**src/hdl/lphs_pkg.sv**
```systemverilog
// ============================================================================
// lphs_pkg
// Shared types and constants for the linear-probing hash set: hash constants,
// opcodes, controller states and the command/status bundles between the
// controller and the datapath.
// ============================================================================
`default_nettype none

package lphs_pkg;

    // Key half width and width of the reported entry count.
    localparam int KEY_W   = 64;
    localparam int COUNT_W = 11;

    // Hash constants of the splitmix64 finalizer.
    localparam logic [KEY_W-1:0] GOLDEN_INC = 64'h9e3779b97f4a7c15;
    localparam logic [KEY_W-1:0] MIX_C1     = 64'hbf58476d1ce4e5b9;
    localparam logic [KEY_W-1:0] MIX_C2     = 64'h94d049bb133111eb;
    localparam int ROT_HI   = 23;
    localparam int SHIFT_M1 = 30;
    localparam int SHIFT_M2 = 27;
    localparam int SHIFT_F  = 31;

    // Operation carried by an input word.
    typedef enum logic {
        OP_INSERT = 1'b0,
        OP_LOOKUP = 1'b1
    } t_opcode;

    // Controller states.
    typedef enum logic [2:0] {
        S_CLEAR,
        S_IDLE,
        S_MUL,
        S_FIN,
        S_HOME,
        S_READ,
        S_CMP
    } t_state;

    // Partial product taken in one multiply step (low 64 bits of a 64x64 product).
    typedef enum logic [1:0] {
        MUL_LO_LO,
        MUL_HI_LO,
        MUL_LO_HI
    } t_mul_step;

    // Commands from the controller to the datapath.
    typedef struct packed {
        logic      clr_wr;
        logic      load;
        logic      mul_en;
        t_mul_step mul_step;
        logic      mul_round;
        logic      fin;
        logic      home_step;
        logic      rd;
        logic      next;
        logic      ins;
        logic      post;
        logic      post_found;
        logic      post_ins;
        logic      post_full;
    } t_dp_cmd;

    // Status from the datapath to the controller.
    typedef struct packed {
        logic clr_last;
        logic is_insert;
        logic slot_free;
        logic key_match;
        logic sweep_last;
        logic out_busy;
    } t_dp_status;

endpackage

`default_nettype wire

```
**src/hdl/lphs_ctrl.sv**
```systemverilog
// ============================================================================
// lphs_ctrl
// Controller state machine: clearing pass after reset, word acceptance, hash
// sequencing, and the probe loop with its result decision.
// ============================================================================
`default_nettype none

module lphs_ctrl (
    input  wire                       i_clk,
    input  wire                       i_rst_n,
    input  wire                       i_valid,
    output logic                      o_stall,
    input  wire lphs_pkg::t_dp_status i_status,
    output lphs_pkg::t_dp_cmd         o_cmd
);

    lphs_pkg::t_state    r_state, n_state;
    lphs_pkg::t_mul_step r_step, n_step;
    logic                r_round, n_round;

    // State register.
    always_ff @(posedge i_clk) begin
        if (!i_rst_n) begin
            r_state <= lphs_pkg::S_CLEAR;
            r_step  <= lphs_pkg::MUL_LO_LO;
            r_round <= 1'b0;
        end else begin
            r_state <= n_state;
            r_step  <= n_step;
            r_round <= n_round;
        end
    end

    // Next state and commands.
    always_comb begin
        n_state         = r_state;
        n_step          = r_step;
        n_round         = r_round;
        o_stall         = 1'b1;
        o_cmd           = '0;
        o_cmd.mul_step  = r_step;
        o_cmd.mul_round = r_round;

        unique case (r_state)
            // Sweep the table once, marking every slot free.
            lphs_pkg::S_CLEAR: begin
                o_cmd.clr_wr = 1'b1;
                if (i_status.clr_last) begin
                    n_state = lphs_pkg::S_IDLE;
                end
            end

            lphs_pkg::S_IDLE: begin
                o_stall = 1'b0;
                if (i_valid) begin
                    o_cmd.load = 1'b1;
                    n_step     = lphs_pkg::MUL_LO_LO;
                    n_round    = 1'b0;
                    n_state    = lphs_pkg::S_MUL;
                end
            end

            // Two mixing rounds, three partial products each.
            lphs_pkg::S_MUL: begin
                o_cmd.mul_en = 1'b1;
                unique case (r_step)
                    lphs_pkg::MUL_LO_LO: n_step = lphs_pkg::MUL_HI_LO;
                    lphs_pkg::MUL_HI_LO: n_step = lphs_pkg::MUL_LO_HI;
                    lphs_pkg::MUL_LO_HI: begin
                        n_step = lphs_pkg::MUL_LO_LO;
                        if (r_round) begin
                            n_state = lphs_pkg::S_FIN;
                        end else begin
                            n_round = 1'b1;
                        end
                    end
                    default: n_step = lphs_pkg::MUL_LO_LO;
                endcase
            end

            lphs_pkg::S_FIN: begin
                o_cmd.fin = 1'b1;
                n_state   = lphs_pkg::S_HOME;
            end

            // Load the home slot and start the probe count.
            lphs_pkg::S_HOME: begin
                o_cmd.home_step = 1'b1;
                n_state         = lphs_pkg::S_READ;
            end

            lphs_pkg::S_READ: begin
                o_cmd.rd = 1'b1;
                n_state  = lphs_pkg::S_CMP;
            end

            // A free slot, a match or a full sweep ends the probe.
            lphs_pkg::S_CMP: begin
                priority if (i_status.slot_free || i_status.key_match ||
                             i_status.sweep_last) begin
                    if (!i_status.out_busy) begin
                        o_cmd.post       = 1'b1;
                        o_cmd.post_found = i_status.key_match;
                        o_cmd.post_ins   = i_status.slot_free && i_status.is_insert;
                        o_cmd.post_full  = !i_status.slot_free && !i_status.key_match &&
                                           i_status.is_insert;
                        o_cmd.ins        = i_status.slot_free && i_status.is_insert;
                        n_state          = lphs_pkg::S_IDLE;
                    end
                end else begin
                    o_cmd.next = 1'b1;
                    n_state    = lphs_pkg::S_READ;
                end
            end

            default: n_state = lphs_pkg::S_IDLE;
        endcase
    end

endmodule

`default_nettype wire

```
**config.mk**
```make
export PLATFORM = sky130hd
export DESIGN_NAME = lphs_ctrl
export DESIGN_NICKNAME = d
export VERILOG_FILES = /design/src/hdl/lphs_pkg.sv /design/src/hdl/lphs_ctrl.sv
export SDC_FILE = /design/constraint.sdc
export NUM_CORES = 1
export LEC_CHECK = 0
export ABC_AREA = 1
export BUFFER_PORTS_ARGS = -buffer_cell sky130_fd_sc_hd__buf_4
export CAP_MARGIN = 40
export CORE_AREA = 2 2 39 41
export CTS_CLUSTER_SIZE = 10
export DETAILED_ROUTE_END_ITERATION = 7
export DIE_AREA = 0 0 41 43
export GPL_ROUTABILITY_DRIVEN = 1
export SYNTH_ARGS = -nofsm -noshare
export SYNTH_HDL_FRONTEND = slang
export SYNTH_SLANG_ARGS = --single-unit
```
**constraint.sdc**
```tcl
create_clock -name i_clk -period 3.85 [get_ports i_clk]
set_input_delay 0.77 -clock i_clk [delete_from_list [all_inputs] [get_ports i_clk]]
set_output_delay 0.77 -clock i_clk [all_outputs]
set_load 0.005 [all_outputs]
```
==> metrics.md <==
| Metric | Value |
|---|---|
| Clock Skews | `around 3.2 ps` |
| Root buf cell | `clkbuf_4` |
| Post-synth top area share | `0.270` |
| CTS tree | `done` |
| PwrDens | `about 570 nW/um^2` |
| Tmin final | `2360 ps` |
| Area taken by multi-input logic gates | `about 240 um^2` |
| Critical Setup Path Class | `in -> out` |
| CP max FO | `3` |
| Placement Setup Slack | `1490 ps` |
| Drt first pass iters | `4` |
| Total Routing Usage GR | `0.151` |
| Final setup violation count | `0` |
| Routed WL | `between 1000 and 1500 um` |
| Initial drt markers | `9` |
| Clock-pin slew on the worst setup and hold paths | `around 50 ps` |
| Startpoint types | `input pin` |
| Storage element area | `120 um^2` |
| RSZ-0062 raised after global routing | `false` |
| Worst slew margin | `0.766` |
| Diode count | `0` |
| Number of setup buffers added after CTS | `0` |
| Critical path endpoint category | `primary output` |
| Htree depth | `1` |
| Ports | `25` |
| Post-synthesis sequential area ratio | `0.270` |
| Setup TNS | `0 ps` |
| Final #Nets | `~110` |
| Mapped Cells | `75` |
| Synthesized cell area | `~440 um^2` |
| Vias post-DR | `about 560` |
| Detailed Place HPWL | `901 um` |
| Overflow left after global routing | `0` |
| Initial Utilization | `0.321` |
| Initial antenna violation count | `0` |
| Cell variety after synth | `15` |
| MaxCap Viol Count | `0` |
| Status | `finished, final reports clean` |
| Die extent in y | `between 40 and 50 um` |
| Top cells by area, synth | `dfxtp_1, inv_1, nand2_1, nor2_1, nand3_1` |
| Maximum vdd ir drop | `between 200 and 250 uV` |
| Die extent in x | `roughly 41 um` |
| Resized cells post-CTS | `0` |
| Final period util | `0.612` |
| Hold buffers post-CTS | `0` |
| RePlAce Congestion | `roughly 0.8` |
| Syn-to-layout area delta | `43.4%` |
| Largest net degree at the start of global routing | `12` |
| Via density | `approximately 4.9` |
| DRC Markers | `0` |
| Ys Warns | `0` |
| Req. time, crit path | `approximately 3100 ps` |
| R2r setup slk | `between 2000 and 2500 ps` |
| IO buf count | `24` |
| Fillers | `between 150 and 200` |
| Pleak | `between 0.0003 and 0.0004 uW` |
| Routed Antenna Nets | `0` |
| Worst EP arrival | `about 1600 ps` |
| Worst-margin pin slew | `between 300 and 400 ps` |
| Mapped Avg Cell Area | `roughly 6 um^2` |
| M2 GR Usage | `0.222` |
| First-pass GRT wire length | `about 1800 um` |
| Largest area contributor in the netlist | `dfxtp_1` |
| Met3 Track Usage GR | `0.0157` |
| Syn_nets | `84` |
| GR peak layer | `met2` |
| Clock Latency Late Sink | `250 ps` |
| Share of layout cells above drive strength 1 | `0.306` |
| FMAX | `approximately 420 MHz` |
| # rows | `14` |
| DIE AREA | `between 1500 and 2000 um^2` |
| TritonCTS Sinks | `6` |
| Tightest Hold Check Type | `reg -> reg` |
| Vias in the first global route | `467` |
| CTS buffer count | `3` |
| Core ar. | `roughly 1400 um^2` |
| DR WL/cell | `just under 10 um` |
| Final Hold Viols | `0` |
| Longest Clk Path Bufs | `2` |
| Met1 usage | `0.179` |
| Slew Limit Fails | `0` |
| Worst setup margin | `~1500 ps` |
| #FFs+latches synth | `6` |
[worst max-delay path, stage by stage]
cell and delay, ps:
buf_4 80, inv_1 40, nand3b_1 120, inv_1 80
nor3_2 130, nand2_1 90, nor3_1 140, buf_4 130
[worst paths after layout]
check / startpoint / to / cells past startpoint
max: i_status[2] / o_cmd[0] / 8
min: r_step[1] / r_step[1] / 1
max reg2reg: r_state[1] / r_state[1] / 6
min reg2reg: r_step[1] / r_step[1] / 1
[sequential cells by signal, indices dropped and copies added, names as in the netlist]
signal and flops:
r_state 3, r_step 2, r_round 1
[Yosys cell counts]
| library cell | count |
|---|---|
| nand3_1 | 7 |
| nor3_2 | 1 |
| inv_2 | 1 |
| nor2_1 | 12 |
| nor3_1 | 6 |
| a21oi_1 | 6 |
| nand4_1 | 1 |
| o21ai_2 | 1 |
| inv_1 | 13 |
| o21ai_0 | 2 |
| nand3b_1 | 2 |
| o22ai_1 | 1 |
| dfxtp_1 | 6 |
| buf_4 | 4 |
| nand2_1 | 12 |
[per-stage QoR]
step           std cells  cell area (um^2)  utilization  total power [uW]  hold slack (ps)
2_1_floorplan         75               444            -               244              461
6_report             114               637        0.460               362              502
3_3_place_gp         111               614        0.444               307              469
5_1_grt              114               637        0.460               397              532
3_5_place_dp         111               614        0.444               305              492
4_1_cts              114               637        0.460               366              497
[per-layer routing]
layer,part of all wire,up-vias
li1,-,285
met1,0.44,243
met2,0.43,23
met3,0.094,4
met4,0.031,0
met5,0,-
[layout make-up]
class,instances,share of cell area
tap,16,0.0314
clock buffer,3,0.0354
timing repair buffer,24,0.283
sequential,6,0.189
inverter,14,0.0825
multi-input combinational,51,0.379
[logic make-up after synthesis]
family | count (synthesis) | share of synthesized area
AO/OA/AOI/OAI | 10 | 0.124
buffers and inverters | 18 | 0.186
flip-flops | 6 | 0.270
AND/OR/NAND/NOR | 41 | 0.420
[placed cells by master (no fill, tap or decap)]
| master | n |
|---|---|
| buf_4 | 24 |
| inv_1 | 13 |
| nand2_1 | 12 |
| nor2_1 | 12 |
| nand3_1 | 7 |
| nor3_1 | 6 |
| a21oi_1 | 6 |
| dfxtp_1 | 6 |
| clkbuf_4 | 3 |
| nand3b_1 | 2 |
| o21ai_0 | 2 |
| inv_2 | 1 |
| nor3_2 | 1 |
| o21ai_2 | 1 |
| o22ai_1 | 1 |
| nand4_1 | 1 |
[power breakdown]
group / switching, uW / internal [uW] / total (uW) / leakage (uW)
sequential: 28.5 / 82.2 / 111 / 0.0000492
combinational: 104 / 90.1 / 194 / 0.000276
clock: 22.8 / 35.3 / 58.1 / 0.0000138
Note: power is estimated with default switching activity, not from simulation.
